`src/gsh_pkg.sv`:
```
//------------------------------------------------------------------------------
// gsh_pkg
// Shared types and constants for the Gimli sponge hash block.
//------------------------------------------------------------------------------
package gsh_pkg;

   localparam int unsigned RateBytes  = 16;
   localparam int unsigned StateBytes = 48;
   localparam logic [31:0] RoundConst = 32'h9e377900;
   localparam logic [7:0]  PadByte    = 8'h1f;
   localparam logic [7:0]  EndByte    = 8'h80;

   typedef enum logic [1:0] {
      ACT_CLEAR   = 2'd0,
      ACT_ABSORB  = 2'd1,
      ACT_FINISH  = 2'd2,
      ACT_SQUEEZE = 2'd3
   } action_type;

   typedef enum logic [1:0] {
      ST_FINISH_OK = 2'd0,
      ST_BAD_LEN   = 2'd1,
      ST_DIGEST    = 2'd2,
      ST_REJECT    = 2'd3
   } status_type;

   // Classified request handed from the front to the back.
   typedef enum logic [2:0] {
      OP_CLEAR,
      OP_ABSORB,
      OP_FINISH,
      OP_SQUEEZE,
      OP_STATUS
   } op_type;

   typedef struct packed {
      op_type      op;
      status_type  status;
      logic [7:0]  data;
      logic [15:0] length;
   } cmd_type;

   typedef enum logic [2:0] {
      BK_IDLE,
      BK_PERM,
      BK_FIN,
      BK_PAD,
      BK_EMIT,
      BK_STAT
   } back_state_type;

   typedef logic [31:0] word_array_type [12];

   function automatic logic [31:0] rotl(input logic [31:0] v, input int unsigned n);
      rotl = (v << n) | (v >> (32 - n));
   endfunction

   // One Gimli round, r is the round counter value.
   function automatic word_array_type gimli_round(input word_array_type s,
                                                  input logic [4:0] r);
      word_array_type o;
      logic [31:0] x, y, z, t;
      o = s;
      for (int j = 0; j < 4; j++) begin
         x = rotl(s[j], 24);
         y = rotl(s[4 + j], 9);
         z = s[8 + j];
         o[8 + j] = x ^ (z << 1) ^ ((y & z) << 2);
         o[4 + j] = y ^ x ^ ((x | z) << 1);
         o[j]     = z ^ y ^ ((x & y) << 3);
      end
      if (r[1:0] == 2'd0) begin
         t = o[0]; o[0] = o[1]; o[1] = t;
         t = o[2]; o[2] = o[3]; o[3] = t;
         o[0] = o[0] ^ RoundConst ^ {27'd0, r};
      end else if (r[1:0] == 2'd2) begin
         t = o[0]; o[0] = o[2]; o[2] = t;
         t = o[1]; o[1] = o[3]; o[3] = t;
      end
      gimli_round = o;
   endfunction

endpackage

```
`src/gsh_front.sv`:
```
//------------------------------------------------------------------------------
// gsh_front
// Accepts requests, tracks the phase and classifies each one.
//------------------------------------------------------------------------------
module gsh_front #(
   parameter int unsigned MIN_OUT_BYTES = 16,
   parameter int unsigned MAX_OUT_BYTES = 65535
) (
   input  logic                clock,
   input  logic                reset,
   input  logic                req_valid,
   output logic                req_ready,
   input  logic [1:0]          req_action,
   input  logic [7:0]          req_data_byte,
   input  logic [15:0]         req_output_length,
   output logic                cmd_valid,
   input  logic                cmd_ready,
   output gsh_pkg::cmd_type    cmd
);

   logic        finished_ff, finished_in;
   logic [15:0] remain_ff, remain_in;
   logic        bad_len;
   logic [15:0] take;

   assign req_ready = cmd_ready;
   assign cmd_valid = req_valid;

   assign bad_len = (32'(req_output_length) < 32'(MIN_OUT_BYTES)) ||
                    (32'(req_output_length) > 32'(MAX_OUT_BYTES));
   assign take = (remain_ff < 16'(gsh_pkg::StateBytes)) ? remain_ff
                                                       : 16'(gsh_pkg::StateBytes);

   always_comb begin
      cmd.op     = gsh_pkg::OP_STATUS;
      cmd.status = gsh_pkg::ST_REJECT;
      cmd.data   = req_data_byte;
      cmd.length = req_output_length;
      finished_in = finished_ff;
      remain_in   = remain_ff;
      unique case (gsh_pkg::action_type'(req_action))
         gsh_pkg::ACT_CLEAR: begin
            cmd.op = gsh_pkg::OP_CLEAR;
            finished_in = 1'b0;
            remain_in = '0;
         end
         gsh_pkg::ACT_ABSORB: begin
            if (!finished_ff) cmd.op = gsh_pkg::OP_ABSORB;
         end
         gsh_pkg::ACT_FINISH: begin
            if (!finished_ff) begin
               if (bad_len) begin
                  cmd.status = gsh_pkg::ST_BAD_LEN;
               end else begin
                  cmd.op = gsh_pkg::OP_FINISH;
                  finished_in = 1'b1;
                  remain_in = req_output_length;
               end
            end
         end
         default: begin
            if (finished_ff && remain_ff != '0) begin
               cmd.op = gsh_pkg::OP_SQUEEZE;
               cmd.length = take;
               remain_in = remain_ff - take;
            end
         end
      endcase
   end

   always_ff @(posedge clock) begin
      if (reset) begin
         finished_ff <= 1'b0;
         remain_ff   <= '0;
      end else if (req_valid && req_ready) begin
         finished_ff <= finished_in;
         remain_ff   <= remain_in;
      end
   end

`ifndef NO_ASSERTIONS
   a_remain_idle: assert property (@(posedge clock) disable iff (reset)
      !finished_ff |-> remain_ff == '0) else $error("remaining count without finish");
   a_squeeze_nonzero: assert property (@(posedge clock) disable iff (reset)
      cmd_valid && cmd.op == gsh_pkg::OP_SQUEEZE |-> cmd.length != '0)
      else $error("empty squeeze");
   a_reject_ok: assert property (@(posedge clock) disable iff (reset)
      cmd_valid && cmd.op == gsh_pkg::OP_STATUS |->
      (cmd.status == gsh_pkg::ST_REJECT || cmd.status == gsh_pkg::ST_BAD_LEN))
      else $error("bad status class");
`endif

endmodule

```
`src/gsh_queue.sv`:
```
//------------------------------------------------------------------------------
// gsh_queue
// Two-entry command queue between the front and back parts.
//------------------------------------------------------------------------------
module gsh_queue (
   input  logic             clock,
   input  logic             reset,
   input  logic             in_valid,
   output logic             in_ready,
   input  gsh_pkg::cmd_type in_cmd,
   output logic             out_valid,
   input  logic             out_ready,
   output gsh_pkg::cmd_type out_cmd
);

   gsh_pkg::cmd_type slot_ff [2];
   logic             wptr_ff, rptr_ff;
   logic [1:0]       count_ff;
   logic             push, pop;

   assign in_ready  = count_ff != 2'd2;
   assign out_valid = count_ff != 2'd0;
   assign out_cmd   = slot_ff[rptr_ff];
   assign push = in_valid && in_ready;
   assign pop  = out_valid && out_ready;

   always_ff @(posedge clock) begin
      if (push) slot_ff[wptr_ff] <= in_cmd;
   end

   always_ff @(posedge clock) begin
      if (reset) begin
         wptr_ff  <= 1'b0;
         rptr_ff  <= 1'b0;
         count_ff <= 2'd0;
      end else begin
         if (push) wptr_ff <= ~wptr_ff;
         if (pop)  rptr_ff <= ~rptr_ff;
         count_ff <= count_ff + 2'(push) - 2'(pop);
      end
   end

`ifndef NO_ASSERTIONS
   a_no_overflow: assert property (@(posedge clock) disable iff (reset)
      count_ff <= 2'd2) else $error("queue count out of range");
   a_ptr_match: assert property (@(posedge clock) disable iff (reset)
      (count_ff == 2'd0 || count_ff == 2'd2) |-> wptr_ff == rptr_ff)
      else $error("queue pointers disagree");
   a_count_step: assert property (@(posedge clock) disable iff (reset)
      push && !pop && count_ff == 2'd1 |=> count_ff == 2'd2)
      else $error("queue count not advanced");
`endif

endmodule

```
`src/gsh_back.sv`:
```
//------------------------------------------------------------------------------
// gsh_back
// Runs absorb, pad, permutation and squeeze, and drives the result register.
//------------------------------------------------------------------------------
module gsh_back #(
   parameter int unsigned PERM_ROUNDS = 24
) (
   input  logic             clock,
   input  logic             reset,
   input  logic             cmd_valid,
   output logic             cmd_ready,
   input  gsh_pkg::cmd_type cmd,
   output logic             rsp_valid,
   input  logic             rsp_ready,
   output logic [1:0]       rsp_status,
   output logic [7:0]       rsp_digest_byte,
   output logic             rsp_last
);

   gsh_pkg::back_state_type state_ff, state_in;
   gsh_pkg::word_array_type words_ff, words_in;
   gsh_pkg::cmd_type        cur_ff, cur_in;
   logic [4:0]  pos_ff, pos_in;       // 0..16
   logic [4:0]  round_ff, round_in;
   logic [2:0]  step_ff, step_in;     // finish byte index
   logic [5:0]  idx_ff, idx_in;       // squeeze byte index
   logic        after_ff, after_in;   // emit after permute, else resume absorb or finish
   logic [7:0]  pend_ff, pend_in;     // byte waiting for the permute
   logic        rv_ff, rv_in;
   logic [1:0]  rs_ff, rs_in;
   logic [7:0]  rd_ff, rd_in;
   logic        rl_ff, rl_in;
   logic        out_free;
   logic [7:0]  fin_byte;
   logic        fin_done;
   logic [7:0]  hi, lo;

   assign rsp_valid = rv_ff;
   assign rsp_status = rs_ff;
   assign rsp_digest_byte = rd_ff;
   assign rsp_last = rl_ff;
   assign out_free = !rv_ff || rsp_ready;
   assign hi = cur_ff.length[15:8];
   assign lo = cur_ff.length[7:0];

   // length encoding: count, low byte, high byte when nonzero, then a zero byte
   always_comb begin
      unique case (step_ff)
         3'd0:    fin_byte = (hi != 8'd0) ? 8'd2 : 8'd1;
         3'd1:    fin_byte = lo;
         3'd2:    fin_byte = (hi != 8'd0) ? hi : 8'd0;
         default: fin_byte = 8'd0;
      endcase
      fin_done = (step_ff == 3'd4) || (step_ff == 3'd3 && hi == 8'd0);
   end

   function automatic gsh_pkg::word_array_type xor_at(input gsh_pkg::word_array_type s,
                                                      input logic [5:0] k,
                                                      input logic [7:0] v);
      gsh_pkg::word_array_type o;
      o = s;
      if (k < 6'(gsh_pkg::StateBytes))
         o[k[5:2]] = s[k[5:2]] ^ ({24'd0, v} << {k[1:0], 3'd0});
      xor_at = o;
   endfunction

   always_comb begin
      logic [31:0] w;
      state_in = state_ff;
      words_in = words_ff;
      cur_in = cur_ff;
      pos_in = pos_ff;
      round_in = round_ff;
      step_in = step_ff;
      idx_in = idx_ff;
      after_in = after_ff;
      pend_in = pend_ff;
      rv_in = rv_ff && !rsp_ready;
      rs_in = rs_ff;
      rd_in = rd_ff;
      rl_in = rl_ff;
      cmd_ready = 1'b0;
      w = words_ff[idx_ff[5:2]];
      unique case (state_ff)
         gsh_pkg::BK_IDLE: begin
            cmd_ready = out_free;
            if (cmd_valid && out_free) begin
               cur_in = cmd;
               unique case (cmd.op)
                  gsh_pkg::OP_CLEAR: begin
                     for (int i = 0; i < 12; i++) words_in[i] = '0;
                     pos_in = '0;
                  end
                  gsh_pkg::OP_ABSORB: begin
                     if (pos_ff >= 5'(gsh_pkg::RateBytes)) begin
                        pend_in = cmd.data;
                        after_in = 1'b0;
                        round_in = 5'(PERM_ROUNDS);
                        state_in = gsh_pkg::BK_PERM;
                     end else begin
                        words_in = xor_at(words_ff, {1'b0, pos_ff}, cmd.data);
                        pos_in = pos_ff + 5'd1;
                     end
                  end
                  gsh_pkg::OP_FINISH: begin
                     step_in = 3'd0;
                     state_in = gsh_pkg::BK_FIN;
                  end
                  gsh_pkg::OP_SQUEEZE: begin
                     idx_in = '0;
                     after_in = 1'b1;
                     round_in = 5'(PERM_ROUNDS);
                     state_in = gsh_pkg::BK_PERM;
                  end
                  default: begin
                     rv_in = 1'b1;
                     rs_in = cmd.status;
                     rd_in = '0;
                     rl_in = 1'b1;
                  end
               endcase
            end
         end
         gsh_pkg::BK_PERM: begin
            // one round a cycle, counting down
            words_in = gsh_pkg::gimli_round(words_ff, round_ff);
            round_in = round_ff - 5'd1;
            if (round_ff == 5'd1) begin
               if (after_ff) begin
                  state_in = gsh_pkg::BK_EMIT;
               end else begin
                  words_in = xor_at(gsh_pkg::gimli_round(words_ff, round_ff), 6'd0, pend_ff);
                  pos_in = 5'd1;
                  state_in = (cur_ff.op == gsh_pkg::OP_FINISH) ? gsh_pkg::BK_FIN
                                                               : gsh_pkg::BK_IDLE;
                  if (cur_ff.op == gsh_pkg::OP_FINISH) step_in = step_ff + 3'd1;
               end
            end
         end
         gsh_pkg::BK_FIN: begin
            if (fin_done) begin
               state_in = gsh_pkg::BK_PAD;
            end else if (pos_ff >= 5'(gsh_pkg::RateBytes)) begin
               pend_in = fin_byte;
               after_in = 1'b0;
               round_in = 5'(PERM_ROUNDS);
               state_in = gsh_pkg::BK_PERM;
            end else begin
               words_in = xor_at(words_ff, {1'b0, pos_ff}, fin_byte);
               pos_in = pos_ff + 5'd1;
               step_in = step_ff + 3'd1;
            end
         end
         gsh_pkg::BK_PAD: begin
            if (out_free) begin
               words_in = xor_at(xor_at(words_ff, {1'b0, pos_ff}, gsh_pkg::PadByte),
                                 6'(gsh_pkg::RateBytes - 1), gsh_pkg::EndByte);
               rv_in = 1'b1;
               rs_in = gsh_pkg::ST_FINISH_OK;
               rd_in = '0;
               rl_in = 1'b1;
               state_in = gsh_pkg::BK_IDLE;
            end
         end
         gsh_pkg::BK_EMIT: begin
            if (out_free) begin
               rv_in = 1'b1;
               rs_in = gsh_pkg::ST_DIGEST;
               rd_in = w[{idx_ff[1:0], 3'd0} +: 8];
               rl_in = (16'(idx_ff) + 16'd1 == cur_ff.length);
               idx_in = idx_ff + 6'd1;
               if (16'(idx_ff) + 16'd1 == cur_ff.length) state_in = gsh_pkg::BK_IDLE;
            end
         end
         default: state_in = gsh_pkg::BK_IDLE;
      endcase
   end

   always_ff @(posedge clock) begin
      if (reset) begin
         state_ff <= gsh_pkg::BK_IDLE;
         rv_ff    <= 1'b0;
         pos_ff   <= '0;
         for (int i = 0; i < 12; i++) words_ff[i] <= '0;
      end else begin
         state_ff <= state_in;
         rv_ff    <= rv_in;
         pos_ff   <= pos_in;
         words_ff <= words_in;
      end
   end

   always_ff @(posedge clock) begin
      cur_ff   <= cur_in;
      round_ff <= round_in;
      step_ff  <= step_in;
      idx_ff   <= idx_in;
      after_ff <= after_in;
      pend_ff  <= pend_in;
      rs_ff    <= rs_in;
      rd_ff    <= rd_in;
      rl_ff    <= rl_in;
   end

`ifndef NO_ASSERTIONS
   a_pos_range: assert property (@(posedge clock) disable iff (reset)
      pos_ff <= 5'(gsh_pkg::RateBytes)) else $error("rate position out of range");
   a_hold_out: assert property (@(posedge clock) disable iff (reset)
      rv_ff && !rsp_ready |=> rv_ff && $stable(rd_ff)) else $error("result dropped");
   a_emit_range: assert property (@(posedge clock) disable iff (reset)
      state_ff == gsh_pkg::BK_EMIT |-> idx_ff < 6'(gsh_pkg::StateBytes))
      else $error("squeeze index past state");
`endif

endmodule

```
`src/gimli_sponge_hash.sv`:
```
//------------------------------------------------------------------------------
// gimli_sponge_hash
// Byte-serial Gimli sponge hash: request front, command queue, sponge engine.
//------------------------------------------------------------------------------
// Usage:
//   Requests (req_*) carry an action: clear, absorb a byte, finish with a
//   digest length, or squeeze one block. Results (rsp_*) carry a status, a
//   digest byte and a last flag on the final result of each request.
//   Clear and absorb give no result; finish and rejects give one; a squeeze
//   gives up to 48 digest bytes, one per cycle while the receiver accepts.
//   An absorb XORs its byte into the state; when the 16-byte rate is full,
//   it first runs PERM_ROUNDS rounds of the permutation (one round per cycle
//   in the engine). Finish absorbs the length encoding, permuting at each
//   full rate, then pads and gives its result; a squeeze runs the permutation,
//   then emits its bytes.
//   A two-entry queue lets the front accept while the engine is busy.
//   Reset clears the state, phase and queue. A stalled receiver holds the
//   result register; the engine and then the queue stop in turn.
//------------------------------------------------------------------------------
module gimli_sponge_hash #(
   parameter int unsigned MIN_OUT_BYTES = 16,
   parameter int unsigned MAX_OUT_BYTES = 65535,
   parameter int unsigned PERM_ROUNDS   = 24
) (
   input  logic        clock,
   input  logic        reset,
   input  logic        req_valid,
   output logic        req_ready,
   input  logic [1:0]  req_action,
   input  logic [7:0]  req_data_byte,
   input  logic [15:0] req_output_length,
   output logic        rsp_valid,
   input  logic        rsp_ready,
   output logic [1:0]  rsp_status,
   output logic [7:0]  rsp_digest_byte,
   output logic        rsp_last
);

   logic             f_valid, f_ready, b_valid, b_ready;
   gsh_pkg::cmd_type f_cmd, b_cmd;

   gsh_front #(.MIN_OUT_BYTES(MIN_OUT_BYTES), .MAX_OUT_BYTES(MAX_OUT_BYTES)) u_front (
      .clock, .reset, .req_valid, .req_ready, .req_action, .req_data_byte,
      .req_output_length, .cmd_valid(f_valid), .cmd_ready(f_ready), .cmd(f_cmd)
   );

   gsh_queue u_queue (
      .clock, .reset, .in_valid(f_valid), .in_ready(f_ready), .in_cmd(f_cmd),
      .out_valid(b_valid), .out_ready(b_ready), .out_cmd(b_cmd)
   );

   gsh_back #(.PERM_ROUNDS(PERM_ROUNDS)) u_back (
      .clock, .reset, .cmd_valid(b_valid), .cmd_ready(b_ready), .cmd(b_cmd),
      .rsp_valid, .rsp_ready, .rsp_status, .rsp_digest_byte, .rsp_last
   );

endmodule
```
`config.mk`:
```
export PLATFORM = sky130hd
export DESIGN_NAME = gimli_sponge_hash
export DESIGN_NICKNAME = d
export VERILOG_FILES = /design/src/gsh_pkg.sv /design/src/gsh_front.sv /design/src/gsh_queue.sv /design/src/gsh_back.sv /design/src/gimli_sponge_hash.sv
export SDC_FILE = /design/constraint.sdc
export NUM_CORES = 2
export LEC_CHECK = 0
export BUFFER_PORTS_ARGS = -buffer_cell sky130_fd_sc_hd__buf_2
export CORE_MARGIN = 3
export CORE_UTILIZATION = 40
export DETAILED_ROUTE_END_ITERATION = 6
export HOLD_SLACK_MARGIN = 0.12
export PLACE_DENSITY_LB_ADDON = 0.15
export RECOVER_POWER = 50
export SYNTH_ARGS = -nofsm -noshare
export SYNTH_HDL_FRONTEND = slang
export SYNTH_SLANG_ARGS = --single-unit
export TNS_END_PERCENT = 30
```
`constraint.sdc`:
```
create_clock -name clock -period 3.9 [get_ports clock]
set_clock_uncertainty 0.15 [all_clocks]
set_input_delay 0.585 -clock clock [delete_from_list [all_inputs] [get_ports clock]]
set_output_delay 0.585 -clock clock [all_outputs]
set_load 0.05 [all_outputs]
```
# --- Word-level counts from Yosys, hierarchy flattened ---
# Memories as Yosys holds them, arrays and structs flattened. A register that Yosys moved wholly into a read port is not among the register bits.
# Cells that the tools add are included.
word_totals:
  ff_bits: 467
  latchBits: 0
  ramBits: 58
  mem_bits_ro: 0
  inputBits: 30
  mem_count: 1
mem_list:
  columns: ["memory", "words", "width", "rd", "rd_ports_with_merged_regs", "wr", "line", "text"]
  rows:
  - ["u_queue.slot_ff", 2, 29, 1, 1, 1, "gsh_queue.sv:16", "gsh_pkg::cmd_type slot_ff [2];"]
op_classes:
  add_sub_neg: 8
  n_mul: 0
  n_div: 0
  magnitude_cmp: 7
  n_eq_ne: 42
  n_shift: 4
  muxes: 120
  bitwise_logic: 56
  reduce_logical: 43
ops:
  columns: ["op", "n"]
  rows:
  - ["384-bit 2-to-1 mux", 12]
  - ["384-bit one-hot mux with 4 select lines", 1]
  - ["384-bit bitwise mux", 3]
  - ["32-bit bitwise XOR", 27]
  - ["384-bit one-hot mux with 2 select lines", 1]
  - ["128-bit 2-to-1 mux", 5]
  - ["32-bit binary-select mux with 4-bit select", 2]
  - ["32-bit 2-to-1 mux", 5]
  - ["32-bit demux with 4-bit select", 1]
  - ["32-bit by 24-bit bitwise OR with 32-bit output", 4]
  - ["32-bit by 9-bit bitwise OR with 32-bit output", 4]
  - ["31-bit bitwise OR", 4]
  - ["30-bit AND", 4]
  - ["29-bit AND", 4]
  - ["16-bit 2-to-1 mux", 6]
  - ["8-bit 2-to-1 mux", 10]
  - ["8-bit by 5-bit << shifter with 32-bit output", 2]
  - ["3-bit 2-to-1 mux", 18]
  - ["16-bit one-hot mux with 3 select lines", 1]
  - ["8-bit one-hot mux with 3 select lines", 2]
  - ["5-bit 2-to-1 mux", 9]
  - ["32-bit by 6-bit indexed part select with 8-bit output", 1]
  - ["5-bit by 5-bit << shifter with 32-bit output, first input constant", 1]
  - ["32-bit by 5-bit bitwise XOR with 32-bit output", 1]
  - ["other kinds (63)", 152]

# --- Depth between registers and ports, before layout ---
logic_depth:
  ltp_word: 13
  depth_mapped: 13
  depth_no_buf: 12

# --- Cells and area by module ---
# A second synthesis with hierarchy kept.
unflattened:
  cells_unflattened: 5236
  area_unflattened_um2: 45210.9
by_module_without_submodules:
  columns: ["mod", "instances", "cells_each", "area_each_um2"]
  rows:
  - ["gsh_back", 1, 4890, 41149.5]
  - ["gsh_queue", 1, 114, 2366.0]
  - ["gsh_front", 1, 232, 1695.4]

# --- Least setup slack after synthesis ---
# Ideal clock, no wire load.
synth_path:
  path_kind: "flip-flop to flip-flop"
  startpoint: "register with a tool-made name"
  endpoint: "register u_back.round_ff[0], enable pin"
  setup_time_ns: 0.398
  arrival_time_ns: 2.670
  required_time_ns: 3.352
  slack_ns: 0.682
  path_stages_with_launch: 8
  period_less_slack_ns: 3.218
  cell_sequence: "dfxtp_1 > buf_2 > clkbuf_1 > clkbuf_1 > nand2_1 > o22ai_1 > nand2_1 > a2111oi_0"
synth_lines:
  columns: ["item", "line", "text"]
  rows:
  - ["to (signal assigned)", "gsh_back.sv:195", "round_ff <= round_in;"]
  - ["to (decl)", "gsh_back.sv:24", "logic [4:0] round_ff, round_in;"]

# --- Worst setup path in the final report ---
layout_path:
  startpoint: "register u_back.pos_ff[4]"
  endpoint: "register u_back.words_ff[354] (netlist bit)"
layout_between:
  elab_chain_cells: 11
  elab_cells_between_ends: 35
layout_rtl:
  columns: ["item", "line", "text"]
  rows:
  - ["from (decl)", "gsh_back.sv:23", "logic [4:0] pos_ff, pos_in;"]
  - ["from (signal assigned)", "gsh_back.sv:188", "pos_ff <= pos_in;"]
  - ["3-bit NOT with 5-bit output (implied by the code)", "gsh_back.sv:63", "o[k[5:2]] = s[k[5:2]] ^ ({24'd0, v} << {k[1:0], 3'd0});"]
  - ["5-bit greater-or-equal comparator (implied by the code), or another cell as far along", "gsh_back.sv:63", null]
  - ["1-bit logical AND (implied by the code) or 32-bit 2-to-1 mux (tied branches)", "gsh_back.sv:63", null]
  - ["32-bit 2-to-1 mux (implied by the code)", "gsh_back.sv:63", null]
  - ["32-bit demux with 4-bit select or 32-bit bitwise XOR (tied branches)", "gsh_back.sv:63", null]
  - ["384-bit bitwise mux", "gsh_back.sv:63", null]
  - ["384-bit 2-to-1 mux", "gsh_back.sv:62", "if (k < 6'(gsh_pkg::StateBytes))"]
  - ["384-bit 2-to-1 mux (on tied branches)", "gsh_back.sv:95, gsh_back.sv:155", null]
  - ["384-bit one-hot mux with 2 select lines or 384-bit 2-to-1 mux (tied branches)", "gsh_back.sv:89, gsh_back.sv:84", null]
  - ["384-bit 2-to-1 mux (on tied branches)", "gsh_back.sv:87, gsh_back.sv:155", null]
  - ["384-bit one-hot mux with 4 select lines", "gsh_back.sv:84", "unique case (state_ff)"]
  - ["to (signal assigned)", "gsh_back.sv:189", "words_ff <= words_in;"]
  - ["to (decl)", "gsh_back.sv:21", "gsh_pkg::word_array_type words_ff, words_in;"]
# Parallel ways exist; a longest one is shown, timed or not. The select of a mux whose other input is x is not followed.
# A chain may end at the register's enable or synchronous reset.

==> run summary <==
Run status - complete, but fails checks
Failing checks - DRC, capacitance limit, slew limit
WP depth - 6
Core footprint - 103000 um2
Die height - 329 um
Final ANT Viol Nets - 0
Routability cong. - 1.11
Multi-input gate area - 28600 um2
Iteration-0 DRC Markers - 8224
CTS root buf - clkbuf_16
CTS tree - yes
Critical Path RT - 4280 ps
CP Max Fanout - 15
Setup crit end kind - flop
PD cells - 522 nW/um2
Vias in the first global route - 40432
Initial antenna violation count - 26
Full die area - 108000 um2
PortBufs - 42
Area Growth Syn to Fin - 13.6%
Initial Utilization - 40.7%
Clock buffer count from CTS - 69
Synth top area share - 19.9%
Pin count of the biggest net entering global routing - 112
Post-synthesis async set-or-reset flop share - 0%
RSZ-0062 raised after global routing - no
Max VDD drop - 0.756 mV
CP max stage delay - 1040 ps
Final hold vios - 0
Most common cell in the synthesized netlist - nor2_1
Layout fillers - 10141
Reg area - 11600 um2
Cell Chain, Critical Path - buf_4, nor3_2, clkbuf_1, o21ai_2, a22oi_1, a21oi_1
Mean post-synth cell area - 8.75 um2
Element type at the critical path start - flop
Sink Count - 524
Max-Cap Viols - 3
Maximum clock rate - 0.257 GHz
Critical path buffers and inverters - 2
Slew margin rel. - -44.9%
Synth Flop Type - dfxtp_1
Hold path depth - 3
Cell Area, Synth - 41700 um2
Setup tns final - 0 ps
WL/cell - 42.7 um
Leakage power - 17.9 nW
Pre-CTS WS - 281 ps
Post-Route Utilization - 46.2%
Final net count - 5143
Slew @ Worst Pin - 2170 ps
Tmin final - 3900 ps
Sequential share of the synthesized area - 27.7%
Post-synth EDFFs - 109
Final Worst Setup Slack - 2.25 ps
Detailed Place HPWL - 205000 um
Slowest CP cell - nor3_2
Later-pin clock latency in the skew report - 690 ps
Worst min path class - in2reg
Total power - 0.0248 W
Drt pass-1 iters - 7
Synth cell types - 91
Final setup fails - 0
Cells on worst reg2reg path - 6
Kind of critical path - reg2reg
Routed vias - 45532
Most frequent cells after synthesis - 437 x nor2_1, 430 x o21ai_0, 415 x dfxtp_1
Slew Limit Fails - 76
# IOs - 43
Via density per instance - 7.22
H-tree depth - 3
# DRC - 35
Arr. time, crit path - 4280 ps
CTS Buffer Depth - 3
Final wirelength - 269000 um
Part of the cycle the worst path needs - 99.9%
Post-synth top area cell - dfxtp_1
Die X - 329 um
Top delay family on crit path - simple AND/OR/NAND/NOR gates
Syn nets - 5053
Fraction of layout cells with a size suffix above 1 - 14.5%
Synth Register Bits - 524
Row cnt - 117
First-pass GRT wire length - 357000 um
Largest cells by area after synthesis - dfxtp_1 20%, xnor2_1 8.7%, mux4_2 8.1%
Clock-pin slew on the worst setup and hold paths - 60 ps
Total grt overflow - 0
Cells after Synth - 4771
Synth warn - 0
Total track usage - 48.2%
## timing repair
item | CTS | global route
buffers inserted | 0 | 0
hold buffers | 17 | 0
setup endpoints to repair | 0 | 2
gates resized for setup | 0 | 2
endpoints found under the hold margin | 39 | 0
## power breakdown
group	switching (W)	internal (W)	total, W
Clock	0.00290	0.00368	0.00657
Combinational	0.00798	0.00328	0.0113
Sequential	0.000782	0.00614	0.00692
Total	0.0117	0.0131	0.0248
## per-stage QoR
stage | std cells | hold WS, ps | area [um2]
final | 6308 | 155 | 47400
after global routing | 6291 | 164 | 47400
after CTS | 6279 | 127 | 47500
after detailed placement | 6141 | 345 | 45200
after global placement | 6141 | 332 | 45200
after floorplan | 4771 | 305 | 41700
## metal layers
metal  global-route usage, %  up-vias  routed length, um
met5                    1.15        -                159
met4                    36.8       14              26700
met3                    21.3     1059              40700
met2                    65.4     4106             104000
met1                    59.2    22181              97700
li1                        -    18172                  -
## cell usage in the layout (no fill, tap or decap), types with 29 or more instances in the layout
cell	n
a211oi_1	79
a21oi_1	312
a221oi_1	45
a222oi_1	46
a22o_1	164
a22oi_1	59
a311oi_1	29
a31oi_1	43
buf_4	287
clkbuf_1	61
clkbuf_16	69
dfxtp_1	411
diode_2	29
edfxtp_1	109
ha_1	250
inv_1	35
mux2_2	45
mux2i_1	90
mux4_2	150
nand2_1	378
nand3_1	83
nor2_1	428
nor3_1	62
o211ai_1	38
o21ai_0	428
o221ai_1	60
o22ai_1	64
or3_1	65
xnor2_1	413
xor2_1	155
## final timing paths
| check | startpoint | slack, ps | endpoint |
|---|---|---|---|
| hold / removal | req_output_length[8] | 160 | u_front.remain_ff[8] |
| hold reg to reg | u_front.remain_ff[12] | 350 | u_front.remain_ff[12] |
| setup reg to reg | u_back.pos_ff[4] | 2 | u_back.words_ff[354] |
| setup / recovery | u_back.pos_ff[4] | 2 | u_back.words_ff[354] |
## kinds of logic after synthesis
kind of cell    count (synthesis)  synth area share, %
mux                           288                 11.6
simple gates                 1160                 12.2
buf+inv                       425                 4.09
fa+ha+maj                     252                 7.55
flops                         524                 27.7
other cells                     1              0.00898
compound gates               1553                 24.9
xor+xnor                      568                 11.9
## tightest hold or removal path, cell delays in order
cell and delay [ps]:
buf_2 120, a311oi_1 100, nor3_1 110
## final cells by class
type / count / area share, %
Clock inverter: 24 / 0.530
Multi-Input combinational cell: 3822 / 60.2
Antenna cell: 29 / 0.153
Inverter: 42 / 0.335
Clock buffer: 97 / 4.07
Timing Repair Buffer: 402 / 6.62
Tap cell: 1368 / 3.61
Sequential cell: 524 / 24.4
## registers in the layout (all words and copies together) (netlist names), 5 cells and up, named ones only
signal	count
u_back.pos_ff	5
u_front.remain_ff	16
u_back.words_ff	384
u_queue.slot_ff	56
u_back.cur_ff	19
u_back.rsp_digest_byte	8
u_back.idx_ff	6
u_back.pend_ff	8
u_back.round_ff	5
No activity file was read; power rests on OpenSTA's default activity.
